===== src/rtl/smd_pkg.sv =====
package smd_pkg;

  // Item kinds carried by in_action
  typedef enum logic [0:0] {
    ACT_WRITE = 1'b0,
    ACT_TICK  = 1'b1
  } action_t;

  localparam int CODE_W    = 8;
  localparam int POS_W     = 2;
  localparam int TIME_W    = 32;
  localparam int PAT_W     = 14;
  localparam int DIGITS    = 4;
  localparam int SEG_W     = 7;
  localparam int FONT_LEN  = 75;
  localparam int FONT_IDX_W = 7;

  localparam int TICKS_PER_DIGIT_DEF = 11;

  // Character codes bounding the font and the case fold
  localparam logic [CODE_W-1:0] CODE_FONT_BASE = 8'd48;
  localparam logic [CODE_W-1:0] CODE_FOLD_ABOVE = 8'd90;
  localparam logic [CODE_W-1:0] CODE_FOLD_STEP = 8'd32;

  // Font starting at '0', segment bits a..g = 6..0
  localparam logic [SEG_W-1:0] FONT_TAB [0:FONT_LEN-1] = '{
    7'h7E, 7'h30, 7'h6D, 7'h79, 7'h33, 7'h5B, 7'h5F, 7'h70, 7'h7F, 7'h7B, 7'h00, 7'h00,
    7'h00, 7'h00, 7'h00, 7'h00, 7'h00, 7'h77, 7'h1F, 7'h4E, 7'h3D, 7'h4F, 7'h47, 7'h5E,
    7'h37, 7'h06, 7'h3C, 7'h57, 7'h0E, 7'h55, 7'h15, 7'h1D, 7'h67, 7'h73, 7'h05, 7'h5B,
    7'h0F, 7'h3E, 7'h1C, 7'h5C, 7'h13, 7'h3B, 7'h6D, 7'h00, 7'h00, 7'h00, 7'h00, 7'h00,
    7'h00, 7'h77, 7'h1F, 7'h4E, 7'h3D, 7'h4F, 7'h47, 7'h5E, 7'h37, 7'h06, 7'h3C, 7'h57,
    7'h0E, 7'h55, 7'h15, 7'h1D, 7'h67, 7'h73, 7'h05, 7'h5B, 7'h0F, 7'h3E, 7'h1C, 7'h5C,
    7'h13, 7'h3B, 7'h6D
  };

  // Board pin mask for each font segment bit
  localparam logic [PAT_W-1:0] SEG_PIN [0:SEG_W-1] = '{
    14'h0001, 14'h0004, 14'h0200, 14'h0002, 14'h0400, 14'h0010, 14'h0020
  };

  // Digit enable bit in the drive word
  localparam logic [PAT_W-1:0] DIGIT_EN [0:DIGITS-1] = '{
    14'h0100, 14'h0008, 14'h0800, 14'h2000
  };

  // Write port into the pattern store
  typedef struct packed {
    logic             en;
    logic [POS_W-1:0] pos;
    logic [PAT_W-1:0] pattern;
  } pat_wr_t;

endpackage


===== src/rtl/seven_segment_mux_driver.sv =====
// Four-digit multiplexed seven-segment display driver.
// Input channel (in_valid / in_stall): an item with in_action write stores the
// glyph of in_char_code for digit in_position and gives no result. An item with
// in_action tick picks digit (in_time_now / TICKS_PER_DIGIT) mod 4 and gives one
// result on the output channel (out_valid / out_stall): the 14-bit shift-register
// drive word, that digit's segment pins ORed with its enable bit.
// Throughput is one item per cycle while in_stall is low. A tick passes through
// three register stages before its drive word shows on out_drive_word:
// input register, reciprocal-multiply register, output register.
// Writes and ticks take effect in order: a tick sees every write accepted
// before it.
// Reset (rst_n low at a clock edge) empties the pipeline and blanks all four
// digits. While out_stall is high a waiting result holds; the pipeline keeps
// filling and raises in_stall only when all stages are full.
module seven_segment_mux_driver #(
  parameter int TICKS_PER_DIGIT = smd_pkg::TICKS_PER_DIGIT_DEF
) (
  input  logic                        clk,
  input  logic                        rst_n,
  input  logic                        in_valid,
  output logic                        in_stall,
  input  logic                        in_action,
  input  logic [smd_pkg::POS_W-1:0]   in_position,
  input  logic [smd_pkg::CODE_W-1:0]  in_char_code,
  input  logic [smd_pkg::TIME_W-1:0]  in_time_now,
  output logic                        out_valid,
  input  logic                        out_stall,
  output logic [smd_pkg::PAT_W-1:0]   out_drive_word
);

  logic                        s1_v_r;
  logic                        s1_action_r;
  logic [smd_pkg::POS_W-1:0]   s1_pos_r;
  logic [smd_pkg::CODE_W-1:0]  s1_code_r;
  logic [smd_pkg::TIME_W-1:0]  s1_time_r;
  logic                        s2_v_r;
  logic                        s2_action_r;
  logic [smd_pkg::POS_W-1:0]   s2_pos_r;
  logic [smd_pkg::PAT_W-1:0]   s2_glyph_r;
  logic                        out_valid_r;
  logic                        out_valid_nxt;
  logic [smd_pkg::PAT_W-1:0]   out_word_r;

  logic                        out_free;
  logic                        s2_tick;
  logic                        s2_go;
  logic                        s2_free;
  logic                        s1_go;
  logic                        s1_free;
  logic                        in_xfer;
  logic [smd_pkg::PAT_W-1:0]   s1_glyph;
  logic [smd_pkg::POS_W-1:0]   s2_idx;
  logic [smd_pkg::PAT_W-1:0]   s2_word;
  smd_pkg::pat_wr_t            pat_wr;

  // Advance a stage when the one after it is empty or moving
  always_comb begin
    out_free = !out_valid_r || !out_stall;
    s2_tick  = (s2_action_r == smd_pkg::ACT_TICK);
    s2_go    = s2_v_r && (!s2_tick || out_free);
    s2_free  = !s2_v_r || s2_go;
    s1_go    = s1_v_r && s2_free;
    s1_free  = !s1_v_r || s1_go;
    in_xfer  = in_valid && s1_free;
  end

  assign in_stall = !s1_free;

  // Input register
  always_ff @(posedge clk) begin
    if (!rst_n) begin
      s1_v_r <= 1'b0;
    end else if (s1_free) begin
      s1_v_r <= in_valid;
    end
  end

  always_ff @(posedge clk) begin
    if (in_xfer) begin
      s1_action_r <= in_action;
      s1_pos_r    <= in_position;
      s1_code_r   <= in_char_code;
      s1_time_r   <= in_time_now;
    end
  end

  smd_glyph u_glyph (
    .char_code (s1_code_r),
    .pattern   (s1_glyph)
  );

  smd_digit_phase #(
    .TICKS_PER_DIGIT (TICKS_PER_DIGIT)
  ) u_phase (
    .clk       (clk),
    .load      (s1_go),
    .time_now  (s1_time_r),
    .digit_idx (s2_idx)
  );

  // Second stage register
  always_ff @(posedge clk) begin
    if (!rst_n) begin
      s2_v_r <= 1'b0;
    end else if (s2_free) begin
      s2_v_r <= s1_v_r;
    end
  end

  always_ff @(posedge clk) begin
    if (s1_go) begin
      s2_action_r <= s1_action_r;
      s2_pos_r    <= s1_pos_r;
      s2_glyph_r  <= s1_glyph;
    end
  end

  // Commit a write as it leaves the second stage
  always_comb begin
    pat_wr.en      = s2_v_r && !s2_tick;
    pat_wr.pos     = s2_pos_r;
    pat_wr.pattern = s2_glyph_r;
  end

  smd_pattern_store u_store (
    .clk        (clk),
    .rst_n      (rst_n),
    .wr         (pat_wr),
    .rd_pos     (s2_idx),
    .rd_pattern (s2_word)
  );

  // Output register: load a tick's word, drop the held one on transfer
  always_comb begin
    out_valid_nxt = out_valid_r && out_stall;
    if (s2_go && s2_tick) begin
      out_valid_nxt = 1'b1;
    end
  end

  always_ff @(posedge clk) begin
    if (!rst_n) begin
      out_valid_r <= 1'b0;
    end else begin
      out_valid_r <= out_valid_nxt;
    end
  end

  always_ff @(posedge clk) begin
    if (s2_go && s2_tick) begin
      out_word_r <= s2_word;
    end
  end

  assign out_valid      = out_valid_r;
  assign out_drive_word = out_word_r;

endmodule


===== src/rtl/smd_glyph.sv =====
module smd_glyph (
  input  logic [smd_pkg::CODE_W-1:0] char_code,
  output logic [smd_pkg::PAT_W-1:0]  pattern
);

  logic [smd_pkg::CODE_W-1:0]     folded;
  logic [smd_pkg::CODE_W-1:0]     offs;
  logic [smd_pkg::FONT_IDX_W-1:0] font_idx;
  logic [smd_pkg::SEG_W-1:0]      seg;
  logic                           blank;

  // Fold lower case to upper case, find the font entry
  always_comb begin
    folded = char_code;
    if (char_code > smd_pkg::CODE_FOLD_ABOVE) begin
      folded = char_code - smd_pkg::CODE_FOLD_STEP;
    end
    offs     = folded - smd_pkg::CODE_FONT_BASE;
    font_idx = offs[smd_pkg::FONT_IDX_W-1:0];
    // High bytes are negative as signed chars, codes below '0' have no glyph
    blank    = char_code[smd_pkg::CODE_W-1] || (folded < smd_pkg::CODE_FONT_BASE);
  end

  // Look up segments, then move each segment bit to its board pin
  always_comb begin
    seg     = blank ? '0 : smd_pkg::FONT_TAB[font_idx];
    pattern = '0;
    for (int j = 0; j < smd_pkg::SEG_W; j++) begin
      if (seg[j]) begin
        pattern = pattern | smd_pkg::SEG_PIN[j];
      end
    end
  end

endmodule


===== src/rtl/smd_digit_phase.sv =====
module smd_digit_phase #(
  parameter int TICKS_PER_DIGIT = smd_pkg::TICKS_PER_DIGIT_DEF
) (
  input  logic                        clk,
  input  logic                        load,
  input  logic [smd_pkg::TIME_W-1:0]  time_now,
  output logic [smd_pkg::POS_W-1:0]   digit_idx
);

  // floor(2^32 / D): the estimate is the true quotient or one below it
  localparam longint unsigned RecipL = (64'd1 << smd_pkg::TIME_W) / 64'(TICKS_PER_DIGIT);
  localparam int RECIP_W = smd_pkg::TIME_W + 1;
  localparam logic [RECIP_W-1:0] RECIP = RecipL[RECIP_W-1:0];
  // Remainder of the estimate stays below 2*D
  localparam int REM_W = $clog2(2 * TICKS_PER_DIGIT);
  localparam int Q_W   = (REM_W > smd_pkg::POS_W) ? REM_W : smd_pkg::POS_W;
  localparam int DIV_W = $clog2(TICKS_PER_DIGIT + 1);
  localparam logic [DIV_W-1:0] DIVISOR = DIV_W'(TICKS_PER_DIGIT);

  logic [smd_pkg::TIME_W+RECIP_W-1:0] prod;
  logic [Q_W-1:0]                     q_est_r;
  logic [REM_W-1:0]                   t_lo_r;
  logic [Q_W+DIV_W-1:0]               back_prod;
  logic [REM_W-1:0]                   rem;
  logic                               fix;

  // Estimate the quotient by reciprocal multiply
  assign prod = time_now * RECIP;

  // Hold the low quotient and time bits for the correction step
  always_ff @(posedge clk) begin
    if (load) begin
      q_est_r <= prod[smd_pkg::TIME_W +: Q_W];
      t_lo_r  <= time_now[REM_W-1:0];
    end
  end

  // Correct the estimate by one where the remainder reaches the divisor
  always_comb begin
    back_prod = q_est_r * DIVISOR;
    rem       = t_lo_r - back_prod[REM_W-1:0];
    fix       = (rem >= REM_W'(TICKS_PER_DIGIT));
    digit_idx = q_est_r[smd_pkg::POS_W-1:0] + smd_pkg::POS_W'(fix);
  end

endmodule


===== src/rtl/smd_pattern_store.sv =====
module smd_pattern_store (
  input  logic                       clk,
  input  logic                       rst_n,
  input  smd_pkg::pat_wr_t           wr,
  input  logic [smd_pkg::POS_W-1:0]  rd_pos,
  output logic [smd_pkg::PAT_W-1:0]  rd_pattern
);

  logic [smd_pkg::PAT_W-1:0] pat_r [0:smd_pkg::DIGITS-1];

  // Blank all digits at reset, store one digit per write
  always_ff @(posedge clk) begin
    if (!rst_n) begin
      for (int i = 0; i < smd_pkg::DIGITS; i++) begin
        pat_r[i] <= '0;
      end
    end else if (wr.en) begin
      pat_r[wr.pos] <= wr.pattern;
    end
  end

  // Drive word: stored pattern plus the digit's enable bit
  assign rd_pattern = pat_r[rd_pos] | smd_pkg::DIGIT_EN[rd_pos];

endmodule


===== config.mk =====
export PLATFORM = sky130hd
export DESIGN_NAME = seven_segment_mux_driver
export DESIGN_NICKNAME = d
export VERILOG_FILES = /design/src/rtl/smd_pkg.sv /design/src/rtl/seven_segment_mux_driver.sv /design/src/rtl/smd_glyph.sv /design/src/rtl/smd_digit_phase.sv /design/src/rtl/smd_pattern_store.sv
export SDC_FILE = /design/constraint.sdc
export NUM_CORES = 1
export LEC_CHECK = 0
export BUFFER_PORTS_ARGS = -buffer_cell sky130_fd_sc_hd__buf_2
export CORE_UTILIZATION = 59
export DETAILED_ROUTE_END_ITERATION = 8
export GPL_TIMING_DRIVEN = 1
export PLACE_DENSITY = 0.92
export SLEW_MARGIN = 20
export SYNTH_ARGS = -nofsm -noshare
export SYNTH_HDL_FRONTEND = slang
export SYNTH_HIERARCHICAL = 1
export SYNTH_SLANG_ARGS = --single-unit
export TNS_END_PERCENT = 50

===== constraint.sdc =====
create_clock -name clk -period 6.1 [get_ports clk]
set_input_delay 0.305 -clock clk [delete_from_list [all_inputs] [get_ports clk]]
set_output_delay 0.305 -clock clk [all_outputs]
set_load 0.03 [all_outputs]

======== Word level (Yosys, flattened, before mapping) ========
Memory sizes are Yosys's and may differ from the RTL's.
Index checks and enable logic that the tools add are counted.
operators by class
  add/sub/neg operators ................... 4
  $mul .................................... 2
  magnitude comparators ................... 5
  mux-type cells .......................... 21
  bitwise operators ....................... 3
  reductions and logical operators ........ 18
operator list
  kind                      count
  $mul A32 B27 Y35 const B  1
  $bmux W14 S2              1
  $mux W14                  2
  $mux W11                  2
  $mux W7                   3
  $or A14 B14 Y14           1
  $reduce_or A11 Y1         1
  $mux W10                  1
  $ge A8 B8 Y1 const B      1
  $gt A8 B7 Y1 const B      1
  $lt A8 B6 Y1 const B      1
  $mux W8                   1
  $not A7 Y8                1
  $sub A8 B6 Y8 const B     1
  $mux W1                   7
  $sub A7 B6 Y7 const B     1
  $logic_and A1 B1 Y1       6
  $logic_not A1 Y1          6
  $ge A5 B4 Y1 const B      1
  $logic_or A1 B1 Y1        5
  $mul A5 B4 Y5 const B     1
  $mux W5                   1
  $sub A5 B5 Y5             1
  $mux W2                   2
  4 further kinds           4
storage, ports and cells
  register bits after elaboration ......... 84
  memory bits (writable) .................. 44
  ROM bits ................................ 896
  input port bits ......................... 47
  memories kept ........................... 2
memories
  memory            depth  bits a word  rd ports  clocked after Yosys merged registers in  write ports  line                    RTL
  (name not given)  128    7            1         0                                        0            smd_glyph.sv:26         seg = blank ? '0 : smd_pkg::FONT_TAB[font_idx];
  u_store.pat_r     4      11           1         0                                        4            smd_pattern_store.sv:9  logic [smd_pkg::PAT_W-1:0] pat_r [0:smd_pkg::DIGITS-1];

======== Longest topological paths before layout ========
Gate-level depths: netlist of the first run.
  word-level depth ........................ 14
  gate-level depth with buffers ........... 20

======== Modules after synthesis ========
The synthesis of the first run kept the hierarchy.
by module, submodules not included
  module                    instances  cells each  area each (sq um)  seq. area each (sq um)
  smd_digit_phase           1          1,085       10,652.7           300.3
  smd_pattern_store         1          148         2,381.0            1,561.5
  seven_segment_mux_driver  1          90          2,362.3            2,282.2
  smd_glyph                 1          166         1,089.8            0.0

======== Worst setup path before layout of the first run ========
Ideal clock, no wire load.
  path kind ............................... reg-to-reg
  start point ............................. register s1_time_r[6] in the netlist's numbering
  end point ............................... register u_phase.q_est_r[4] (data pin)
  library setup time ...................... 261 ps
  arrival ................................. 5,464 ps
  path slack .............................. 375 ps
  stages on the path, launching flop included .. 20
  period minus slack after synthesis ...... 5,725 ps
  cell sequence ........................... edfxtp_1 -> ha_1 -> inv_1 -> fa_1 -> inv_1 -> fa_1 -> inv_1 -> fa_1 -> fa_1 -> inv_1 -> fa_1 -> inv_1 -> fa_1 -> inv_1 -> ha_1 -> nand2_1 -> nor2_1 -> a221o_1 -> a211oi_2 -> xnor2_1
on the way
  cells in the longest elaborated chain, start to end .. 1
ends and longest elaborated chain
  what                             line                            RTL
  start: declaration               seven_segment_mux_driver.sv:35  logic [smd_pkg::TIME_W-1:0] s1_time_r;
  start signal: assignment         seven_segment_mux_driver.sv:83  s1_time_r <= in_time_now;
  $mul A32 B27 Y35                 smd_digit_phase.sv:28           assign prod = time_now * RECIP;
  named net u_phase.prod, one bit  smd_digit_phase.sv:20           logic [smd_pkg::TIME_W+RECIP_W-1:0] prod;
  end signal: assignment           smd_digit_phase.sv:33           q_est_r <= prod[smd_pkg::TIME_W +: Q_W];
  end: declaration                 smd_digit_phase.sv:21           logic [Q_W-1:0] q_est_r;
The timed path passes the listed nets, and every way through them passes these cells.
A chain may end at the register's enable or synchronous reset.

======== Worst setup path after layout of the first run ========
  start point ............................. register s1_time_r[14] in the netlist's numbering
  end point ............................... register u_phase.q_est_r[3] (data pin)
Same word-level chain as after synthesis.

==> impl_metrics.py, run 1 <==
metrics = {
    "floorplan": {
        "start_util_pct": 60.7,
        "io_pins": 63,
        "rows": 60,
        "core_region_area_um2": 27200,
        "die_y_um": 169,
        "die_area_um2": 28600,
        "die_w_um": 169,
    },
    "setup_path": {
        "worst_setup_path_end_kind": "flop",
        "required_ns": 6.28,
        "path_common_cell": "fa_1",
        "cp_data_arrival_time_ns": 6.29,
        "endpoint": "u_phase/q_est_r[3]",
        "reg2reg_depth": 20,
        "path_class": "reg -> reg",
        "slowest_stage": "fa_1",
        "crit_path_start_kind": "flop",
        "rr_startpoint": "s1_time_r[14]",
        "rr_endpoint": "u_phase/q_est_r[3]",
        "critPathMaxFanout": 5,
        "crit_path_cell_trace": "buf_4 -> fa_1 -> ha_1 -> inv_1 -> fa_1 -> inv_1 -> fa_1 -> fa_1 -> fa_1 -> inv_1 -> fa_1 -> inv_1 -> ha_1 -> nand4_1 -> buf_4 -> nor3_2 -> a31oi_1 -> a32oi_1 -> o21ai_1 -> xnor2_1",
        "r2r_slack_ns": -0.01,
        "crit_path_max_incr_delay_ns": 0.57,
        "startpoint": "s1_time_r[14]",
    },
    "final_layout": {
        "final_area_um2": 18000,
        "finalNetCount": 2105,
        "diodes": 0,
        "area_growth_pct": 9.42,
        "layout_commonest_cell": "inv_1",
        "mostFrequentLayoutCells": "inv_1 (473), ha_1 (243), fa_1 (231), edfxtp_1 (136), buf_2 (62)",
        "drive_gt1_share_pct": 10.2,
        "fin_cells": 1968,
    },
    "synthesis": {
        "synth_fa_ha_area_share_pct": 46.6,
        "synth_compound_area_share_pct": 5.57,
        "synth_cells": 1489,
        "synth_edf_count": 136,
        "ys_types": 71,
        "ys_seq_area_share_pct": 25.1,
        "synth-xor-area-share_pct": 2.50,
        "synthTopCellsByArea": "fa_1 (28%), edfxtp_1 (25%), ha_1 (19%), inv_1 (11%), xnor2_1 (1.9%)",
        "synth_ff_type": "edfxtp_1",
        "ys_warn_count": 6,
        "synthSimpleGateAreaFrac_pct": 5.73,
        "ys_seq_elements": 139,
        "async_reset_ff_share_pct": 0,
        "synth_top_family_by_area": "adder cells",
        "synthMuxAreaShare_pct": 2.50,
        "synthDominantCellAreaShare_pct": 28.1,
        "syn-mean-instance-area_um2": 11.1,
        "synth_area_leader_cell": "fa_1",
        "syn-cell-area_um2": 16500,
    },
    "global_routing": {
        "grt_antenna_before_repair": 0,
        "grt_pass1_wl_um": 63900,
        "grt_start_max_net_pins": 44,
        "grt.overflow.total": 0,
        "grtUsageTotal_pct": 29.8,
        "grt_pass1_vias": 12200,
    },
    "placed_design": {
        "pre_cts_ws_ns": 0.0298,
        "dpl_cell_area_um2": 17300,
        "gp_congestion": 0.966,
        "dpl.cell_count": 1924,
        "io_buffers": 62,
        "hpwl_um": 31200,
    },
    "routing": {
        "dr.pass1.iters": 5,
        "drt_iter0_drc": 1158,
        "vias": 11200,
        "drc": 0,
        "postRouteAntennaNets": 0,
        "routed_wirelength_um": 41100,
        "via_per_inst": 5.71,
        "wl_per_cell_um": 20.9,
    },
    "timing": {
        "skew_ns": 0.0197,
        "setup_viol": 1,
        "holdWs_ns": 0.0266,
        "worst_slack_ns": -0.0134,
        "drv_slew": 0,
        "rsz0062_at_grt": "yes",
        "worst_slew_margin_rel_pct": 40.6,
        "fin_crit_sh_pct": 100,
        "timing.fmax_ghz": 0.164,
        "finalCriticalPeriod_ns": 6.11,
        "hold_violations": 0,
        "worst_pin_slew_ns": 0.891,
    },
    "cts": {
        "cts_hold_buffers": 0,
        "clk_latency_ns": 0.45,
        "cts.sinks": 139,
        "clock-root-buffer": "clkbuf_16",
        "cts_tree": "built",
        "h-tree-depth": 4,
        "clock_path_buffers": 2,
        "cts_made_buffers": 17,
        "clk_pin_slew_ns": 0.08,
    },
    "worst_hold_path": {
        "hold_start": "in_time_now[17]",
        "hold_class": "in -> reg",
        "worstHoldPathCells": 1,
    },
    "status": {
        "status": "finished, violations left",
        "violations": "setup timing",
    },
    "job": {
        "maxCapViolCount": 0,
    },
}
-- Yosys cell counts, types with 2 or more instances --
master     count
nand3_1       22
o221a_2        2
clkbuf_1      11
o21bai_1       2
nand3b_1       2
and3_1        16
a311o_1        3
edfxtp_1     136
xnor2_1       36
o21ai_0       24
nor2b_1        9
clkbuf_2       3
o22ai_1        4
o31ai_1        3
o211ai_1       3
xor2_1        11
buf_4         10
a31oi_1        2
ha_1         244
inv_1        473
dfxtp_1        3
buf_6          2
o21a_1         4
a32oi_1        2
and2_1        42
nor3b_1        2
a21o_1         9
and4b_1        2
o21ai_1        2
nand4_1        4
a21oi_1       35
fa_1         231
a221o_1        2
nor3_1         7
mux4_2         4
mux4_1         8
and4_4         2
mux2i_1       10
nand2b_1      11
or2_2          4
o221ai_1       7
nand2_1       34
nor2_1        10
o2111ai_1      5
buf_2          5
-- cells by family after synthesis --
family,count (synthesis)
AO/OA/AOI/OAI,130
XOR/XNOR,47
adder cells (fa/ha/maj),475
buffers and inverters,505
flip-flops,139
multiplexers,23
other,1
AND/OR/NAND/NOR,169
-- state kept, by name, indices dropped and copies added (netlist names) --
signal and cells:
u_store/pat_r 52, s1_time_r 32, out_drive_word 14, s2_glyph_r 14, s1_code_r 8, u_phase/q_est_r 5, u_phase/t_lo_r 5, s1_pos_r 2
s2_pos_r 2, out_valid 1, s1_action_r 1, s1_v_r 1, s2_action_r 1, s2_v_r 1
-- layer usage --
metal / track usage [%] / wire length, um / part of all wire, %
met3: 4.69 / 3090 / 7.5
met2: 51.4 / 20300 / 49
met1: 34.8 / 14700 / 36
met5: 0 / 0 / 0
met4: 18.8 / 3000 / 7.3
-- per-stage QoR --
step	utilization, %	setup TNS [ns]
floorplan	-	0
global placement	63.7	0
detailed placement	63.7	0
CTS	65.9	0
global route	66.4	-0.426
finish	66.4	-0.0134
-- critical path: cells and delay by family (launching register included) --
kind                       cells  cell delay, ns
adders and majority gates      8            3.62
buffers and inverters          6            0.62
AOI/OAI and AO/OA              3            0.57
DFF                            1            0.50
and+or+nand+nor                2            0.36
xor gates and xnor gates       1            0.14
-- how the worst min path moves through the flow --
stage / to
5_1_grt: s1_time_r[14]
3_3_place_gp: s2_action_r
4_1_cts: s1_time_r[14]
3_5_place_dp: s2_action_r
6_report: s1_time_r[17]
2_1_floorplan: s2_action_r
-- timing repair --
| action | in CTS | in global routing |
|---|---|---|
| setup buffers | 0 | 12 |
| setup endpoints to repair | 0 | 5 |
| resized for setup | 0 | 5 |
-- final cells by class --
| class | count | area (um^2) |
|---|---|---|
| multi-input cells | 851 | 10400 |
| fillers | 1824 | 9140 |
| flip-flops and latches | 139 | 4140 |
| inverters | 473 | 1780 |
| repair buffers | 101 | 603 |
| well taps | 372 | 465 |
| clock buffers | 17 | 425 |
| clock inverters | 15 | 178 |
Power of run 1 is left out: the tool's default activity adds up to more than one toggle a clock period on the data nets, which glitch-free logic cannot reach.
==> inputs of run 2 (changes only) <==
PLACE_DENSITY = 0.8   (was 0.92)
SETUP_SLACK_MARGIN = 0.4   (was not set)
==> impl_metrics.py, run 2 (same netlist as run 1, synthesis figures left out) <==
metrics = {
    "cts": {
        "cts.sinks": 139,
        "cts_tree": "built",
        "clk_latency_ns": 0.44,
        "clock-root-buffer": "clkbuf_16",
        "h-tree-depth": 4,
        "clk_pin_slew_ns": 0.07,
        "cts_hold_buffers": 0,
        "clock_path_buffers": 2,
        "cts_made_buffers": 17,
    },
    "global_routing": {
        "grtUsageTotal_pct": 29.4,
        "grt_pass1_wl_um": 62800,
        "grt_pass1_vias": 12000,
        "grt.overflow.total": 0,
        "grt_start_max_net_pins": 44,
        "grt_antenna_before_repair": 0,
    },
    "timing": {
        "worst_slew_margin_rel_pct": 36.7,
        "fin_crit_sh_pct": 95.1,
        "skew_ns": 0.0272,
        "worst_pin_slew_ns": 0.946,
        "timing.fmax_ghz": 0.172,
        "rsz0062_at_grt": "yes",
        "setup_viol": 0,
        "fin_setup_tns_ns": 0,
        "hold_violations": 0,
        "drv_slew": 0,
        "finalCriticalPeriod_ns": 5.80,
    },
    "setup_path": {
        "startpoint": "s1_time_r[17]",
        "rr_startpoint": "s1_time_r[17]",
        "crit_path_max_incr_delay_ns": 0.55,
        "required_ns": 6.26,
        "critPathMaxFanout": 5,
        "slowest_stage": "fa_1",
        "path_common_cell": "fa_1",
        "path_class": "reg -> reg",
        "worst_setup_path_end_kind": "flop",
        "crit_path_start_kind": "flop",
        "cp_data_arrival_time_ns": 5.96,
        "crit_path_cell_trace": "buf_4 -> fa_1 -> ha_1 -> inv_1 -> fa_1 -> fa_1 -> fa_1 -> inv_1 -> fa_1 -> inv_1 -> fa_1 -> inv_1 -> ha_4 -> nand2_2 -> nor2_1 -> a221o_1 -> a211oi_2 -> xnor2_1",
    },
    "placed_design": {
        "gp_congestion": 0.942,
        "dpl_cell_area_um2": 17300,
        "io_buffers": 62,
        "hpwl_um": 28900,
    },
    "final_layout": {
        "area_growth_pct": 13.9,
        "drive_gt1_share_pct": 15.5,
        "final-seq-area_um2": 4140,
        "max_flop_register": "u_store/pat_r",
        "top_regs": "u_store/pat_r x52, s1_time_r x32",
        "final_area_um2": 18800,
        "diodes": 0,
        "finalNetCount": 2141,
        "mostFrequentLayoutCells": "inv_1 (470), ha_1 (221), fa_1 (219), edfxtp_1 (136), buf_4 (66)",
        "layout_commonest_cell": "inv_1",
        "multiInputGateArea_um2": 10800,
        "fillers": 1844,
        "largest_register_ffs": 52,
    },
    "routing": {
        "vias": 11100,
        "via_per_inst": 5.52,
        "drc": 0,
        "wl_per_cell_um": 20.2,
        "postRouteAntennaNets": 0,
        "drt_iter0_drc": 774,
        "dr.pass1.iters": 5,
        "routed_wirelength_um": 40500,
    },
    "floorplan": {
        "die_w_um": 169,
        "rows": 60,
        "die_area_um2": 28600,
        "io_pins": 63,
        "die_y_um": 169,
        "core_region_area_um2": 27200,
        "start_util_pct": 60.7,
    },
    "worst_hold_path": {
        "hold_start": "in_time_now[21]",
        "hold_class": "in -> reg",
    },
    "status": {
        "status": "complete, no violations",
    },
    "job": {
        "maxCapViolCount": 0,
    },
}
[run 2: timing repair]
action / CTS / global route
setup endpoints to repair: 5 / 5
setup buffers: 38 / 9
resized for setup: 25 / 51
pin swaps: 8 / 20
[run 2: final timing paths]
path,to,slack [ns],cells past startpoint
max,u_phase/q_est_r[4],0.30,18
min,s1_time_r[21],0.04,1
max reg2reg,u_phase/q_est_r[4],0.30,18
min reg2reg,s2_action_r,0.41,0
[run 2: critical path, delay by kind of cell, from the launching register on]
kind | cells | cell delay [ns]
adder cells (fa/ha/maj) | 8 | 3.62
AO/OA/AOI/OAI | 2 | 0.59
flip-flops | 1 | 0.53
buffers and inverters | 5 | 0.49
AND/OR/NAND/NOR | 2 | 0.17
XOR/XNOR | 1 | 0.12
[run 2: area by class of cell]
type | instances | share of cell area (%)
clock inverter | 15 | 1.27
inverter | 473 | 9.45
tap | 372 | 2.48
sequential | 139 | 22.1
timing repair buffer | 137 | 4.98
multi-input combinational | 851 | 57.5
clock buffer | 17 | 2.26
[run 2: per-layer routing]
metal / global-route usage, % / up-vias / part of all wire [%]
met5: 0 / - / 0
met4: 16.5 / 0 / 6.1
met3: 4.99 / 152 / 6.4
met2: 48.8 / 495 / 48
met1: 36.9 / 5465 / 39
li1: - / 4949 / -
[run 2: stage by stage]
step	hold WS (ns)	setup WS, ns	util, %	instances
final	0.0431	0.297	69.1	2004
after floorplan	0.400	0.464	-	1495
after detailed placement	0.406	0.101	63.8	1925
after global routing	0.0270	0.146	69.1	2004
after global placement	0.405	0.211	63.8	1925
after CTS	0.0310	0.323	67.8	1995
Power of run 2 is left out for the same reason.
